### src/sv/cabpw_pkg.sv
// shared types, constants and helpers for the clipped alpha-blend pixel writer
package cabpw_pkg;

    // defaults for the top-level parameters
    localparam int FRAME_WORDS_DEF = 262144;
    localparam int QUEUE_DEPTH_DEF = 4;

    // field widths
    localparam int DIM_W     = 10;
    localparam int POS_W     = 12;
    localparam int PIX_W     = 32;
    localparam int CFG_IDX_W = 1;
    // row * width + column, wide enough for the largest store
    localparam int SUM_W     = 2 * DIM_W + 1;

    // register indexes
    localparam logic [CFG_IDX_W-1:0] CFG_FB_WIDTH  = 1'b0;
    localparam logic [CFG_IDX_W-1:0] CFG_FB_HEIGHT = 1'b1;

    // register reset values
    localparam logic [DIM_W-1:0] FB_WIDTH_RST  = 10'd500;
    localparam logic [DIM_W-1:0] FB_HEIGHT_RST = 10'd500;

    // request codes
    localparam logic REQ_DRAW = 1'b0;
    localparam logic REQ_READ = 1'b1;

    localparam logic [7:0] ALPHA_OPAQUE = 8'hFF;

    // what the back end has to do with one word
    typedef enum logic [1:0] {
        JOB_CLIP  = 2'd0,
        JOB_READ  = 2'd1,
        JOB_WRITE = 2'd2,
        JOB_BLEND = 2'd3
    } t_job_kind;

    typedef struct packed {
        t_job_kind          kind;
        logic [PIX_W-1:0]   color;
    } t_job;

    // byte swap from B,G,R,A to A,R,G,B
    function automatic logic [PIX_W-1:0] bgra_to_argb(input logic [PIX_W-1:0] c);
        return {c[7:0], c[15:8], c[23:16], c[31:24]};
    endfunction

    // exact floor(v / 255) for v up to 255 * 255
    function automatic logic [7:0] div255(input logic [15:0] v);
        logic [16:0] t;
        t = {1'b0, v} + 17'(v >> 8) + 17'd1;
        return t[15:8];
    endfunction

endpackage

### src/sv/cabpw_back.sv
// back end: sequences store reads, blending and writes, and holds the result word
module cabpw_back #(
    parameter int ADDR_W = $clog2(cabpw_pkg::FRAME_WORDS_DEF)
) (
    input  logic                        i_clk,
    input  logic                        i_rst_n,
    input  logic                        i_q_empty,
    input  cabpw_pkg::t_job             i_q_job,
    input  logic [ADDR_W-1:0]           i_q_addr,
    output logic                        o_q_pop,
    output logic                        o_rd_en,
    output logic [ADDR_W-1:0]           o_rd_addr,
    input  logic [cabpw_pkg::PIX_W-1:0] i_rd_data,
    output logic                        o_wr_en,
    output logic [ADDR_W-1:0]           o_wr_addr,
    output logic [cabpw_pkg::PIX_W-1:0] o_wr_data,
    output logic                        o_empty,
    input  logic                        i_pop,
    output logic [cabpw_pkg::PIX_W-1:0] o_pixel_value,
    output logic                        o_in_range
);
    import cabpw_pkg::*;

    typedef enum logic [4:0] {
        B_IDLE  = 5'b00001,
        B_ISSUE = 5'b00010,
        B_RDAT  = 5'b00100,
        B_MIX   = 5'b01000,
        B_DONE  = 5'b10000
    } t_back_state;

    t_back_state      r_state, n_state;
    t_job             r_job;
    logic [ADDR_W-1:0] r_addr;
    logic [15:0]      r_po [4];
    logic [15:0]      r_pn [4];
    logic [PIX_W-1:0] r_res_value;
    logic             r_res_in;
    logic             r_out_valid, n_out_valid;
    logic [PIX_W-1:0] r_out_value;
    logic             r_out_in;

    logic             out_free;
    logic [PIX_W-1:0] mix;
    logic [7:0]       alpha;

    assign alpha    = r_job.color[31:24];
    assign out_free = !r_out_valid || i_pop;

    // per-channel blend from the registered products
    always_comb begin
        for (int c = 0; c < 4; c++) begin
            mix[8*c +: 8] = div255(r_po[c] + r_pn[c]);
        end
    end

    // sequencer
    always_comb begin
        n_state = r_state;
        case (r_state)
            B_IDLE: begin
                if (!i_q_empty) n_state = B_ISSUE;
            end
            B_ISSUE: begin
                if (r_job.kind == JOB_CLIP || r_job.kind == JOB_WRITE) begin
                    n_state = B_DONE;
                end else begin
                    n_state = B_RDAT;
                end
            end
            B_RDAT: begin
                n_state = (r_job.kind == JOB_BLEND) ? B_MIX : B_DONE;
            end
            B_MIX: begin
                n_state = B_DONE;
            end
            B_DONE: begin
                if (out_free) n_state = B_IDLE;
            end
            default: begin
                n_state = B_IDLE;
            end
        endcase
    end

    // store access
    assign o_q_pop   = (r_state == B_IDLE) && !i_q_empty;
    assign o_rd_en   = (r_state == B_ISSUE) &&
                       (r_job.kind == JOB_READ || r_job.kind == JOB_BLEND);
    assign o_rd_addr = r_addr;
    assign o_wr_en   = ((r_state == B_ISSUE) && (r_job.kind == JOB_WRITE)) ||
                       (r_state == B_MIX);
    assign o_wr_addr = r_addr;
    assign o_wr_data = (r_state == B_MIX) ? mix : r_job.color;

    // result word register
    always_comb begin
        n_out_valid = r_out_valid;
        if (r_state == B_DONE && out_free) begin
            n_out_valid = 1'b1;
        end else if (i_pop) begin
            n_out_valid = 1'b0;
        end
    end

    always_ff @(posedge i_clk) begin
        if (!i_rst_n) begin
            r_state     <= B_IDLE;
            r_out_valid <= 1'b0;
        end else begin
            r_state     <= n_state;
            r_out_valid <= n_out_valid;
        end
    end

    // job capture, products and result
    always_ff @(posedge i_clk) begin
        if (o_q_pop) begin
            r_job  <= i_q_job;
            r_addr <= i_q_addr;
        end
        if (r_state == B_ISSUE) begin
            r_res_value <= (r_job.kind == JOB_WRITE) ? r_job.color : '0;
            r_res_in    <= (r_job.kind == JOB_WRITE);
        end
        if (r_state == B_RDAT) begin
            r_res_value <= i_rd_data;
            r_res_in    <= 1'b1;
            for (int c = 0; c < 4; c++) begin
                r_po[c] <= 16'(i_rd_data[8*c +: 8]) * 16'(ALPHA_OPAQUE - alpha);
                r_pn[c] <= 16'(r_job.color[8*c +: 8]) * 16'(alpha);
            end
        end
        if (r_state == B_MIX) begin
            r_res_value <= mix;
            r_res_in    <= 1'b1;
        end
        if (r_state == B_DONE && out_free) begin
            r_out_value <= r_res_value;
            r_out_in    <= r_res_in;
        end
    end

    assign o_empty       = !r_out_valid;
    assign o_pixel_value = r_out_value;
    assign o_in_range    = r_out_in;

endmodule

### config.mk
export PLATFORM = sky130hd
export DESIGN_NAME = cabpw_back
export DESIGN_NICKNAME = d
export VERILOG_FILES = /design/src/sv/cabpw_pkg.sv /design/src/sv/cabpw_back.sv
export SDC_FILE = /design/constraint.sdc
export NUM_CORES = 1
export LEC_CHECK = 0
export BUFFER_PORTS_ARGS = -buffer_cell sky130_fd_sc_hd__buf_2
export CORE_ASPECT_RATIO = 0.5
export CORE_MARGIN = 2
export CORE_UTILIZATION = 25
export DETAILED_ROUTE_END_ITERATION = 10
export HOLD_SLACK_MARGIN = 0.05
export SETUP_SLACK_MARGIN = 0.02
export SYNTH_ARGS = -nofsm -noshare
export SYNTH_HDL_FRONTEND = slang
export SYNTH_SLANG_ARGS = --single-unit
### constraint.sdc
create_clock -name i_clk -period 14.4 [get_ports i_clk]
set_input_delay 3.6 -clock i_clk [delete_from_list [all_inputs] [get_ports i_clk]]
set_output_delay 3.6 -clock i_clk [all_outputs]
set_load 0.03 [all_outputs]
==> run summary <==
GRT Overall Usage -> 12.3%
status -> completed
Worst setup SP type -> flip-flop
placed cell count -> 4,669
clock transition at the registers of the reported paths -> 60 ps
sw power -> 1.46 mW
register share of total power -> 25.8%
combinational fraction of design power -> 52.0%
Post-synth EDFFs -> 244
Leak -> 14.9 nW
max_cap viols -> 0
routed len/inst -> 15.5 um
Post-Synthesis Cells -> 3,001
IO buf count -> 192
vias in the first global route -> 22,400
hold path depth -> 0
starting density of the core -> 25.3%
Clock Sink Count -> 251
Syn Area/Cell -> 9.79 um2
Core ar. -> 0.116 mm2
# rows -> 88
ys flop type -> edfxtp_1
Req. time, crit path -> 10,800 ps
Vias/cell -> 4.50
flops & latches, synth -> 251
crit-path cells -> ha_1, ha_1, a211o_1, a211o_1, a211o_1, and2_1, a311oi_2, inv_1, ha_1, a22o_1, nor4_1, o31ai_1, a22oi_2, nor2_1, xnor2_1, o21ai_0, buf_2
initial DRC count -> 1,061
slowest stage delay, CP -> 540 ps
RSZ-0062 raised after global routing -> no
crit path time final -> 9130 ps
post-synthesis to final-layout area growth -> 12.4%
syn nets -> 3,739
Design Power -> 3.73 mW
initial antenna violation count -> 11
First-pass DRT Iterations -> 5
switching share of power -> 39.1%
async set-reset flop share out of synthesis -> 0%
Post-Route WL -> 73,500 um
worst vdd ir -> 60.5 uV
P_int -> 2.27 mW
final period utilization -> 63.4%
worst rel slew slack -> 26.8%
io pins -> 193
DRC -> 0
Worst setup EP type -> primary output
most frequent cells in the layout -> inv_1, ha_1, fa_1
largest net degree at the start of global routing -> 79
# H-tree levels -> 1
TritonCTS buffer count -> 30
Pins Over Slew Limit -> 0
Crit Path Category -> flip-flop to primary output
Synth Cell Area -> 0.0294 mm2
Distinct cells, synth -> 88
Slowest cell on crit path -> o21ai_0
critical path peak fanout -> 7
endpoints failing hold -> 0
Fmax achieved -> 110 MHz
Worst Reg2Reg Path Length in Cells -> 20
Worst-Skew Late Latency -> 630 ps
share of post-route cells with drive strength above 1 -> 9.81%
post_cts resized -> 0
gpl congestion -> 0.883
die height -> 246 um
DR vias -> 21,300
clk buf depth -> 3
Warnings, synthesis -> 0
register area share after synthesis -> 25.4%
first-pass GRT wire length -> 119,000 um
Final Non-Filler Cells -> 4,729
Die X -> 489 um
DP HPWL -> 55,800 um
Hold/Removal Path Class -> flip-flop to flip-flop
CP arrival -> 5530 ps
TritonCTS clock tree -> yes
setup TNS -> 0 ps
Antenna Violating Nets Remaining -> 0
cts hold-fix bufs -> 0
worst slew pin tran -> 1090 ps
# setup viols final -> 0
Post-CTS Repair Setup Buffers -> 0
fin nets -> 3,864
final clock skew -> 42.6 ps
grt total ovfl -> 0
Root Buffer -> clkbuf_16
Die ar. -> 0.120 mm2
PD cells -> 113 mW/mm2
most common cell after layout, fill and taps aside -> inv_1
clock power share -> 22.2%
[worst paths after layout]
check	from	to	slack, ps
worst max-delay path	r_pn[3][0]	o_wr_data[25]	5270
worst max register to register	alpha[1]	r_po[3][14]	8890
worst min-delay path	r_res_value[9]	o_pixel_value[9]	420
worst min register to register	r_res_value[9]	o_pixel_value[9]	420
[through the flow]
stage / setup WS, ps / utilization (%) / area [um2] / hold slack (ps)
floorplan: 879 / - / 29400 / 400
global placement: 5720 / 27.6 / 32000 / 404
detailed placement: 5660 / 27.6 / 32000 / 405
CTS: 5210 / 28.5 / 33000 / 414
global route: 4850 / 28.5 / 33000 / 420
finish: 5270 / 28.5 / 33000 / 416
[cells by family (layout without fill, tap and decap cells)]
kind of cell / Yosys count / in the layout / share of synthesized area [%]
adders and majority gates: 650 / 650 / 34.9
muxes: 4 / 4 / 0.141
AOI/OAI and AO/OA: 449 / 449 / 10.3
other: 0 / 4 / 0
DFF: 251 / 251 / 25.4
and+or+nand+nor: 908 / 908 / 17.0
xor gates and xnor gates: 151 / 151 / 4.50
buffers and inverters: 588 / 737 / 7.79
[state kept, by name, summed over array words and instances, names as in the netlist]
name	cells
r_pn	63
o_pixel_value	32
r_res_value	32
o_rd_addr	18
r_po	64
o_in_range	1
r_state	5
r_res_in	1
r_out_valid	1
r_job	26
alpha	8
[cells in the mapped netlist (all sizes together) (6+ instances only)]
cell	n	area share, %
nor2b	223	4.7
or2	14	0.30
a21o	46	1.2
nor2	97	1.2
nand4	8	0.17
nor4	9	0.29
a211oi	19	0.52
a41oi	7	0.21
inv	465	5.9
a22oi	22	0.58
o21ai	96	1.6
and3	11	0.23
fa	281	19
o211ai	14	0.36
o21a	11	0.28
xnor2	129	3.8
a31oi	12	0.26
o311a	6	0.20
o31ai	11	0.28
ha	369	16
nor3	47	0.89
xor2	22	0.66
o21bai	12	0.31
dfxtp	7	0.48
o31a	6	0.18
or3	20	0.44
edfxtp	244	25
and4	6	0.18
buf	44	0.84
nand2b	54	1.1
and2	173	3.7
a211o	11	0.33
clkbuf	79	1.0
nor3b	6	0.20
nand3	45	0.77
a221o	12	0.41
nand2	184	2.4
a21oi	110	1.9
a21boi	17	0.45
[worst max-delay path, delay by kind of cell, from the launching register on]
| kind | cells | cell delay [ps] |
|---|---|---|
| AO/OA/AOI/OAI | 8 | 2640 |
| adder cells (fa/ha/maj) | 3 | 700 |
| AND/OR/NAND/NOR | 3 | 590 |
| buffers and inverters | 2 | 410 |
| flip-flops | 1 | 370 |
| XOR/XNOR | 1 | 170 |
[power by group through the flow]
stage               logic [mW]  clock network [mW]  registers (mW)
finish                    1.94               0.827           0.961
detailed placement        1.94                   0           0.976
global placement          1.91                   0           0.976
CTS                       1.96               0.860           0.960
floorplan                 1.51                   0           0.967
global route              2.24               0.879           0.962
[cell type report]
cell class                 instances  area, um2
fill                           12100      82900
antenna                            4       10.0
sequential                       251       7470
clock inverter                    22        293
multi-input combinational       2162      19700
tap                             1575       1970
inverter                         465       1750
timing repair buffer             216       1140
clock buffer                      34        766
[metal layers]
| metal | vias up | part of all wire, % | global-route usage, % | wire length (um) |
|---|---|---|---|---|
| met3 | 116 | 3.4 | 1.42 | 2500 |
| met1 | 10600 | 44 | 15.2 | 32200 |
| met2 | 353 | 49 | 22.0 | 36300 |
| met4 | 2 | 3.3 | 4.12 | 2460 |
| met5 | - | 0.018 | 0 | 13 |
| li1 | 10200 | - | - | - |
No activity file was read; power rests on OpenSTA's default activity.
