--- config.mk ---
export PLATFORM = sky130hd
export DESIGN_NAME = cabpw_front
export DESIGN_NICKNAME = d
export VERILOG_FILES = /design/src/sv/cabpw_pkg.sv /design/src/sv/cabpw_front.sv
export SDC_FILE = /design/constraint.sdc
export NUM_CORES = 1
export LEC_CHECK = 0
export ABC_AREA = 0
export BUFFER_PORTS_ARGS = -buffer_cell sky130_fd_sc_hd__buf_2
export CAP_MARGIN = 10
export CORE_MARGIN = 10
export CORE_UTILIZATION = 30
export DETAILED_ROUTE_END_ITERATION = 10
export HOLD_SLACK_MARGIN = 0.08
export PLACE_DENSITY_LB_ADDON = 0.15
export SYNTH_ARGS = -nofsm -noshare
export SYNTH_HDL_FRONTEND = slang
export SYNTH_SLANG_ARGS = --single-unit
--- constraint.sdc ---
create_clock -name i_clk -period 17.2 [get_ports i_clk]
set_input_delay 1.72 -clock i_clk [delete_from_list [all_inputs] [get_ports i_clk]]
set_output_delay 1.72 -clock i_clk [all_outputs]
set_load 0.02 [all_outputs]
--- src/sv/cabpw_pkg.sv ---
// shared types, constants and helpers for the clipped alpha-blend pixel writer
package cabpw_pkg;

    // defaults for the top-level parameters
    localparam int FRAME_WORDS_DEF = 262144;
    localparam int QUEUE_DEPTH_DEF = 4;

    // field widths
    localparam int DIM_W     = 10;
    localparam int POS_W     = 12;
    localparam int PIX_W     = 32;
    localparam int CFG_IDX_W = 1;
    // row * width + column, wide enough for the largest store
    localparam int SUM_W     = 2 * DIM_W + 1;

    // register indexes
    localparam logic [CFG_IDX_W-1:0] CFG_FB_WIDTH  = 1'b0;
    localparam logic [CFG_IDX_W-1:0] CFG_FB_HEIGHT = 1'b1;

    // register reset values
    localparam logic [DIM_W-1:0] FB_WIDTH_RST  = 10'd500;
    localparam logic [DIM_W-1:0] FB_HEIGHT_RST = 10'd500;

    // request codes
    localparam logic REQ_DRAW = 1'b0;
    localparam logic REQ_READ = 1'b1;

    localparam logic [7:0] ALPHA_OPAQUE = 8'hFF;

    // what the back end has to do with one word
    typedef enum logic [1:0] {
        JOB_CLIP  = 2'd0,
        JOB_READ  = 2'd1,
        JOB_WRITE = 2'd2,
        JOB_BLEND = 2'd3
    } t_job_kind;

    typedef struct packed {
        t_job_kind          kind;
        logic [PIX_W-1:0]   color;
    } t_job;

    // byte swap from B,G,R,A to A,R,G,B
    function automatic logic [PIX_W-1:0] bgra_to_argb(input logic [PIX_W-1:0] c);
        return {c[7:0], c[15:8], c[23:16], c[31:24]};
    endfunction

    // exact floor(v / 255) for v up to 255 * 255
    function automatic logic [7:0] div255(input logic [15:0] v);
        logic [16:0] t;
        t = {1'b0, v} + 17'(v >> 8) + 17'd1;
        return t[15:8];
    endfunction

endpackage

--- src/sv/cabpw_front.sv ---
// front end: takes requests, clips them, forms the address and classifies the job
module cabpw_front #(
    parameter int FRAME_WORDS = cabpw_pkg::FRAME_WORDS_DEF,
    parameter int ADDR_W      = $clog2(FRAME_WORDS)
) (
    input  logic                        i_clk,
    input  logic                        i_rst_n,
    input  logic                        i_clearing,
    input  logic [cabpw_pkg::DIM_W-1:0] i_fb_width,
    input  logic [cabpw_pkg::DIM_W-1:0] i_fb_height,
    input  logic                        i_push,
    output logic                        o_full,
    input  logic                        i_req_type,
    input  logic signed [cabpw_pkg::POS_W-1:0] i_pos_x,
    input  logic signed [cabpw_pkg::POS_W-1:0] i_pos_y,
    input  logic [cabpw_pkg::PIX_W-1:0] i_src_color,
    output logic                        o_job_valid,
    output cabpw_pkg::t_job             o_job,
    output logic [ADDR_W-1:0]           o_job_addr,
    input  logic                        i_q_full
);
    import cabpw_pkg::*;

    logic               r_valid, n_valid;
    logic               r_type;
    logic [POS_W-1:0]   r_x;
    logic [POS_W-1:0]   r_y;
    logic [PIX_W-1:0]   r_color;

    logic               accept, move;
    logic               in_x, in_y, in_store, hit;
    logic [2*DIM_W-1:0] prod;
    logic [SUM_W-1:0]   sum;
    logic [PIX_W-1:0]   argb;

    assign move   = r_valid && !i_q_full;
    assign o_full = i_clearing || (r_valid && i_q_full);
    assign accept = i_push && !o_full;

    // holding stage
    always_comb begin
        n_valid = r_valid;
        if (accept) begin
            n_valid = 1'b1;
        end else if (move) begin
            n_valid = 1'b0;
        end
    end

    always_ff @(posedge i_clk) begin
        if (!i_rst_n) begin
            r_valid <= 1'b0;
        end else begin
            r_valid <= n_valid;
        end
    end

    always_ff @(posedge i_clk) begin
        if (accept) begin
            r_type  <= i_req_type;
            r_x     <= i_pos_x;
            r_y     <= i_pos_y;
            r_color <= i_src_color;
        end
    end

    // clipping against the visible window
    assign in_x = !r_x[POS_W-1] &&
                  ({1'b0, r_x[POS_W-2:0]} < POS_W'(i_fb_width));
    assign in_y = !r_y[POS_W-1] &&
                  ({1'b0, r_y[POS_W-2:0]} < POS_W'(i_fb_height));

    // linear address and store bound
    assign prod     = r_y[DIM_W-1:0] * i_fb_width;
    assign sum      = SUM_W'(prod) + SUM_W'(r_x[DIM_W-1:0]);
    assign in_store = (sum < SUM_W'(FRAME_WORDS));
    assign hit      = in_x && in_y && in_store;
    assign argb     = bgra_to_argb(r_color);

    // job classification
    always_comb begin
        o_job.color = argb;
        if (!hit) begin
            o_job.kind = JOB_CLIP;
        end else if (r_type == REQ_READ) begin
            o_job.kind = JOB_READ;
        end else if (argb[31:24] == ALPHA_OPAQUE) begin
            o_job.kind = JOB_WRITE;
        end else begin
            o_job.kind = JOB_BLEND;
        end
    end

    assign o_job_valid = move;
    assign o_job_addr  = sum[ADDR_W-1:0];

endmodule

==> results of run 1 <==
## synth_stat cells
library cell	n	area, um2
inv_1	116	435
ha_1	79	988
fa_1	73	1460
and2_1	58	363
edfxtp_1	57	1710
nand2_1	53	199
a21oi_1	26	130
clkbuf_1	20	75.1
nor2_1	11	41.3
xnor2_1	9	78.8
nand3_1	8	40.0
a21o_1	5	37.5
o21a_1	5	37.5
o21ai_0	5	25.0
o21ai_1	5	25.0
xor2_1	5	43.8
nand2b_1	4	25.0
nor2b_1	4	25.0
nor3_1	4	20.0
nor4_1	4	25.0
nand4_1	3	18.8
a2111oi_0	2	17.5
nor3b_1	2	15.0
nor4b_1	2	17.5
o2111ai_1	2	17.5
o21bai_1	2	15.0
a211oi_1	1	7.51
a21boi_1	1	7.51
a21oi_2	1	8.76
a22o_1	1	8.76
a32oi_1	1	8.76
and3_4	1	11.3
dfxtp_1	1	20.0
nor3_2	1	10.0
o2111ai_2	1	15.0
o22a_1	1	8.76
o31ai_1	1	7.51
or4_1	1	7.51
## area by class of cell
cell class                 instances  area, um2
clock buffer                       9        225
timing repair buffer             136        683
tap                              265        332
clock inverter                     7       83.8
multi-input combinational        382       3770
inverter                         116        435
sequential                        58       1730
fill                            2003      12300
## worst max-delay path by stage
| stage | cells past startpoint | end |
|---|---|---|
| after floorplan | 20 | o_job[32] |
| after CTS | 21 | o_job[32] |
| after global routing | 21 | o_job[32] |
| after detailed placement | 21 | o_job[32] |
| after global placement | 21 | o_job[32] |
| final | 21 | o_job[32] |
## cells in the final DEF (no fill, tap or decap), types with 2 or more instances in the layout
cell type / n
buf_2: 135
inv_1: 116
ha_1: 79
fa_1: 73
and2_1: 57
edfxtp_1: 57
nand2_1: 53
a21oi_1: 26
nor2_1: 11
xnor2_1: 9
clkbuf_16: 9
nand3_1: 8
o21ai_1: 5
o21a_1: 5
xor2_1: 5
a21o_1: 5
o21ai_0: 5
nor2b_1: 4
nand2b_1: 4
nor4_1: 4
nor3_1: 4
clkinv_2: 4
nand4_1: 3
a2111oi_0: 2
nor3b_1: 2
nor4b_1: 2
o21bai_1: 2
o2111ai_1: 2
bufinv_16: 2
## per-stage QoR
stage | std cells | power [mW] | worst slack, ns | util | hold slack (ns)
after floorplan | 576 | 0.691 | 8.26 | - | 0.493
after global routing | 973 | 1.18 | 7.96 | 0.371 | 0.594
after CTS | 973 | 1.09 | 8.26 | 0.371 | 0.542
after global placement | 957 | 0.893 | 8.30 | 0.355 | 0.512
final | 973 | 1.06 | 8.31 | 0.371 | 0.546
after detailed placement | 957 | 0.892 | 8.28 | 0.355 | 0.535
## layer usage
metal	global-route usage	wire, um	part of all wire
met3	0.0366	971	0.066
met4	0.0273	150	0.010
met2	0.202	7090	0.48
met5	0	13	0.00088
met1	0.141	6550	0.44
## power by group
group          leakage, nW  internal [mW]  switching, mW
sequential           0.542          0.163        0.00587
combinational         2.90          0.274          0.434
clock                0.156          0.125         0.0597
## cells by family (layout without fill, tap and decap cells)
kind of cell | count (synthesis) | in the layout | synth area share
XOR/XNOR | 14 | 14 | 0.0204
adder cells (fa/ha/maj) | 152 | 152 | 0.408
flip-flops | 58 | 58 | 0.288
AND/OR/NAND/NOR | 156 | 156 | 0.136
AO/OA/AOI/OAI | 60 | 60 | 0.0629
buffers and inverters | 136 | 268 | 0.0849
## registers in the layout, indices dropped and copies added, names as in the netlist
signal,count
r_valid,1
r_color,32
r_y,12
r_x,12
r_type,1
## worst min-delay path, stage by stage, from the launching register on
cell and delay (ns):
dfxtp_1 0.32, a21oi_1 0.12, nor2b_1 0.05
==> summary.md, run 1 <==
| Metric | Value |
|---|---|
| DRT iter0 DRCs | `around 130` |
| Final min period | `just under 9 ns` |
| # DRC | `0` |
| CTS clk-pin slew, worst paths | `roughly 0.05 ns` |
| PostCTS Resize Cnt | `0` |
| Final setup viols | `0` |
| Hold Path Sink | `r_valid` |
| Hold WC Path Type | `flip-flop to flip-flop` |
| Vias in the first global route | `between 4,000 and 5,000` |
| Crit path from | `i_fb_width[3]` |
| Hold Startpoint | `r_valid` |
| Ys Warns | `0` |
| Hold buffer count at CTS | `0` |
| Worst slew pin tran | `between 0.6 and 0.7 ns` |
| Status | `finished clean` |
| CTS Buffer Depth | `2` |
| GRT Total Usage | `0.118` |
| Final-report max-slew violation count | `0` |
| Mapped Nets | `slightly above 800` |
| Worst slew margin | `0.547` |
| CP top delay family | `adder cells` |
| Final Hold Vio Count | `0` |
| Req. time, crit path | `roughly 15 ns` |
| Starting Density | `0.307` |
| Avg WL per Cell | `about 15 um` |
| Netlist cell types | `38` |
| Number of diodes | `0` |
| Skew-Pair Late Insertion Delay | `approximately 0.32 ns` |
| Chip width | `around 160 um` |
| R2R cell count | `3` |
| Synth Register Bits | `58` |
| Max cap viols | `0` |
| Final period utilization | `0.517` |
| Cell Pwr Density | `146 nW/um2` |
| Detail Placement HPWL | `about 13 mm` |
| Cell area after layout | `7260 um2` |
| Sequential area share after synthesis | `0.288` |
| Ports | `136` |
| Critical Path End Type | `output pin` |
| Max incr delay on CP | `roughly 0.56 ns` |
| Largest net degree at the start of global routing | `36` |
| Synth-to-layout area growth | `20.8%` |
| Fin Clk Skew | `about 0.0055 ns` |
| Row cnt | `approximately 50` |
| Slowest cell on crit path | `fa_1` |
| Vias | `about 4,300` |
| Vias/cell | `between 4 and 5` |
| Routed WL | `~15 mm` |
| Flop2flop setup slack | `15.33 ns` |
| Number of clock buffers inserted by TritonCTS | `9` |
| Layout Nets | `937` |
| # port buffers | `about 140` |
| Worst r2r src | `r_valid` |
| Setup bufs post-CTS | `0` |
| Cells after synthesis | `576` |
| Mapped cell area | `~6000 um2` |
| Fmax | `112 MHz` |
| Antenna violations before repair | `2` |
| Leak | `3.60 nW` |
| Hold Path Stages | `2` |
| CP Max Fanout | `11` |
| VDD IR max | `~0.000084 V` |
| Core Area | `a little under 20,000 um2` |
| Mapped Avg Cell Area | `about 10 um2` |
| CP bufs+invs | `7` |
| CTS tree | `done` |
| Full die area | `about 26,000 um2` |
| Worst Path Arrival | `between 7 and 8 ns` |
| Crit-path cells | `buf_2 -> nand2_1 -> fa_1 -> inv_1 -> fa_1 -> inv_1 -> fa_1 -> inv_1 -> fa_1 -> inv_1 -> fa_1 -> inv_1 -> ha_1 -> a21o_1 -> a22o_1 -> nor3_2 -> a21boi_1 -> nor3b_1 -> or4_1 -> nor4_1 -> buf_2` |
| GRT overflow | `0` |
| Setup_tns | `0 ns` |
| First-pass GRT wire length | `24.8 mm` |
| Critical Path Source Type | `primary input` |
| Placed instance area | `between 6000 and 7000 um2` |
| CTS H-tree depth | `3` |
| Gpl congestion | `between 0.7 and 0.8` |
| Layout cells sized above 1 | `0.220` |
| Final ANT Viol Nets | `0` |
| TritonRoute pass-1 iters | `6` |
| Clock sink count | `58` |
| DIE HEIGHT | `~160 um` |
| Crit Path Category | `primary input to output pin` |
| Clock root buffer | `clkbuf_16` |
| RSZ-0062 raised after global routing | `false` |
| FF-to-FF End | `r_x[9]` |
No activity file was read; power rests on OpenSTA's default activity.
==> run 2: changes to the inputs <==
ABC_AREA = 1   (was 0)
clock period = 8.2 ns   (was 17.2 ns; I/O delays follow)
==> run 2 against run 1 <==
  * Setup slack lost 6.4 ns
  * Core utilization shrank 0.74 points
  * Global-route usage grew 0.86 points
  * Clock skew shrank 0.00053 ns
  * Cell count grew 18%
  * Clock-buffer cell count is the same
  * Hold slack gained 0.036 ns
  * Via count grew 11%
  * Flip-flop and latch count is the same
  * Sequential share of layout area shrank 1.2 points
  * Non-clock buffer count is the same
==> summary.md, run 2 <==
| Metric | Value |
|---|---|
| Mapped cell area | `6400 um2` |
| Final core occ | `0.363` |
| Row cnt | `53` |
| Number of diodes | `0` |
| Starting Density | `0.305` |
| Global Route met1 Usage | `0.163` |
| Vias in the first global route | `5,266` |
| Pre-CTS setup slack | `about 1.9 ns` |
| Largest cells by area after synthesis | `edfxtp_1 (27%), fa_1 (23%), ha_1 (15%)` |
| Final setup viols | `0` |
| Worst Path Arrival | `~5.5 ns` |
| Met2 usage | `0.196` |
| Max cap viols | `0` |
| Full die area | `between 20,000 and 30,000 um2` |
| Most area-hungry cell type in the Yosys netlist | `edfxtp_1` |
| # DRC | `0` |
| Synth Flop Type | `edfxtp_1` |
| Met3 Use GR | `0.0497` |
| TritonRoute pass-1 iters | `6` |
| Clock sink count | `58` |
| Crit path from | `r_y[0]` |
| Max incr delay on CP | `0.70 ns` |
| Netlist cell types | `31` |
| Mapped Avg Cell Area | `~8.7 um2` |
| Synth-to-layout area growth | `19.2%` |
| Mapped Nets | `approximately 1,000` |
| Most flop-heavy register | `r_color` |
| DRT iter0 DRCs | `~130` |
| Crit-path cells | `nand2_1 -> fa_1 -> fa_1 -> inv_1 -> fa_1 -> fa_1 -> inv_1 -> fa_1 -> inv_1 -> ha_1 -> nand2_1 -> nand2_1 -> a21oi_1 -> nand2_1 -> a21oi_1 -> o21bai_1 -> xor2_1 -> buf_2` |
| Antenna violations before repair | `0` |
| Slowest cell on crit path | `edfxtp_1` |
| Fin Clk Skew | `just under 0.005 ns` |
| Crit Path Category | `flip-flop to output pin` |
| Critical Path End Type | `output pin` |
| GRT overflow | `0` |
| Status | `finished clean` |
| Most frequent CP cell | `fa_1` |
| # fillers | `2,149` |
| CP top delay family | `adder cells` |
| First-pass GRT wire length | `roughly 28 mm` |
| Final ANT Viol Nets | `0` |
| Hold WC Path Type | `flip-flop to flip-flop` |
| Core Area | `21,000 um2` |
| Gpl congestion | `0.801` |
| Sequential area share after synthesis | `0.270` |
| Skew-Pair Late Insertion Delay | `0.34 ns` |
| Fmax | `158 MHz` |
| VDD IR max | `roughly 0.0003 V` |
| Routed WL | `between 15 and 20 mm` |
| GRT Total Usage | `0.126` |
| Hold buffer count at CTS | `0` |
| Largest net degree at the start of global routing | `33` |
| CTS tree | `done` |
| Detail Placement HPWL | `roughly 14 mm` |
| Clock root buffer | `clkbuf_16` |
| CTS clk-pin slew, worst paths | `roughly 0.06 ns` |
| Worst slew pin tran | `0.753 ns` |
| Layout Nets | `1,098` |
| Final Hold Vio Count | `0` |
| CTS H-tree depth | `3` |
| Avg WL per Cell | `14.7 um` |
| Synth top area share | `0.267` |
| Vias/cell | `between 4 and 5` |
| Critical Path Source Type | `flip-flop` |
| Final-report max-slew violation count | `0` |
| Number of clock buffers inserted by TritonCTS | `9` |
| Top-count cell post-synth | `inv_1` |
| Most frequent cells in the layout | `inv_1 (209), nand2_1 (190), buf_2 (135), ha_1 (79), fa_1 (73)` |
| Req. time, crit path | `between 7 and 8 ns` |
| Top Registers | `r_color (32), r_x (12), r_y (12)` |
| GRT busiest layer | `met2` |
| Ys Warns | `0` |
| Final min period | `6.33 ns` |
| Synth Register Bits | `58` |
| Commonest non-fill, non-tap cell in the layout | `inv_1` |
| Worst r2r src | `r_valid` |
| Hold Startpoint | `r_valid` |
| # port buffers | `135` |
| CTS Buffer Depth | `2` |
| Leak | `between 4 and 5 nW` |
| Layout cells sized above 1 | `0.203` |
| PostCTS Resize Cnt | `0` |
| Synth cell count leaders | `inv_1 (209), nand2_1 (190), ha_1 (79)` |
| Vias | `approximately 4,700` |
| Chip width | `166 um` |
| Number of synthesized flops with an enable pin | `57` |
| Setup_tns | `0 ns` |
| Ports | `136` |
| RSZ-0062 raised after global routing | `false` |
| Max reg flops | `32` |
| Setup ws final | `~1.9 ns` |
| Post-synth ARST share | `0` |
| DIE HEIGHT | `166 um` |
| CP bufs+invs | `4` |
| CP Max Fanout | `11` |
| Final period utilization | `0.772` |
| Worst slew margin | `0.497` |
| Cell Pwr Density | `slightly above 300 nW/um2` |
| Cells after synthesis | `approximately 740` |
| Setup bufs post-CTS | `0` |
## run 2: changes by cell type in the layout (fill, tap and decap cells not counted), sizes merged, moves of 4 or more
| cell | change |
|---|---|
| o21a | -5 |
| nand2 | +145 |
| nor2b | -4 |
| o21ai | -6 |
| nand2b | -4 |
| a21oi | -4 |
| nor2 | +12 |
| nand3 | +10 |
| and2 | -57 |
| inv | +95 |
## run 2: worst register-to-register path, delay by kind of cell, from the launching register on
kind | cells | cell delay (ns)
DFF | 1 | 0.32
and+or+nand+nor | 3 | 0.76
buffers and inverters | 1 | 0.52
## run 2: cell families (layout without fill, tap and decap cells)
logic type | Yosys count | after routing | share of synthesized area
AOI/OAI and AO/OA | 32 | 32 | 0.0289
xor gates and xnor gates | 13 | 13 | 0.0178
adders and majority gates | 152 | 152 | 0.382
buffers and inverters | 232 | 364 | 0.136
DFF | 58 | 58 | 0.270
and+or+nand+nor | 250 | 250 | 0.164
## run 2: power breakdown
part / switching [mW] / internal (mW)
combinational: 1.09 / 0.577
clock: 0.142 / 0.203
sequential: 0.0141 / 0.342
total: 1.24 / 1.12
## run 2: final timing paths
| kind | end | slack (ns) | cells past startpoint |
|---|---|---|---|
| setup / recovery | o_job_addr[16] | 1.87 | 18 |
| setup reg to reg | r_y[5] | 6.23 | 4 |
| hold reg to reg | r_valid | 0.58 | 4 |
| hold / removal | r_valid | 0.58 | 4 |
## run 2: area by class of cell
class                           instances  area [um2]  share of cell area
Timing Repair Buffer                  136         683              0.0895
Sequential cell                        58        1730               0.227
Multi-Input combinational cell        447        3810               0.499
Clock buffer                            9         225              0.0295
Inverter                              212         796               0.104
Clock inverter                          7        46.3             0.00606
Tap cell                              275         344              0.0451
## run 2: through the flow
stage / power, mW / cell area (um2) / instances / hold slack, ns
floorplan: 1.54 / 6400 / 737 / 0.523
global placement: 2.07 / 7360 / 1128 / 0.578
detailed placement: 2.06 / 7360 / 1128 / 0.564
CTS: 2.43 / 7640 / 1144 / 0.581
global route: 2.63 / 7640 / 1144 / 0.627
finish: 2.36 / 7640 / 1144 / 0.582
## run 2: routing by layer
| layer | up-vias | wire (um) | part of all wire |
|---|---|---|---|
| met2 | 120 | 7430 | 0.44 |
| met4 | 0 | 138 | 0.0082 |
| met5 | - | 0 | 0 |
| met1 | 2169 | 7990 | 0.47 |
| li1 | 2444 | - | - |
| met3 | 9 | 1260 | 0.075 |
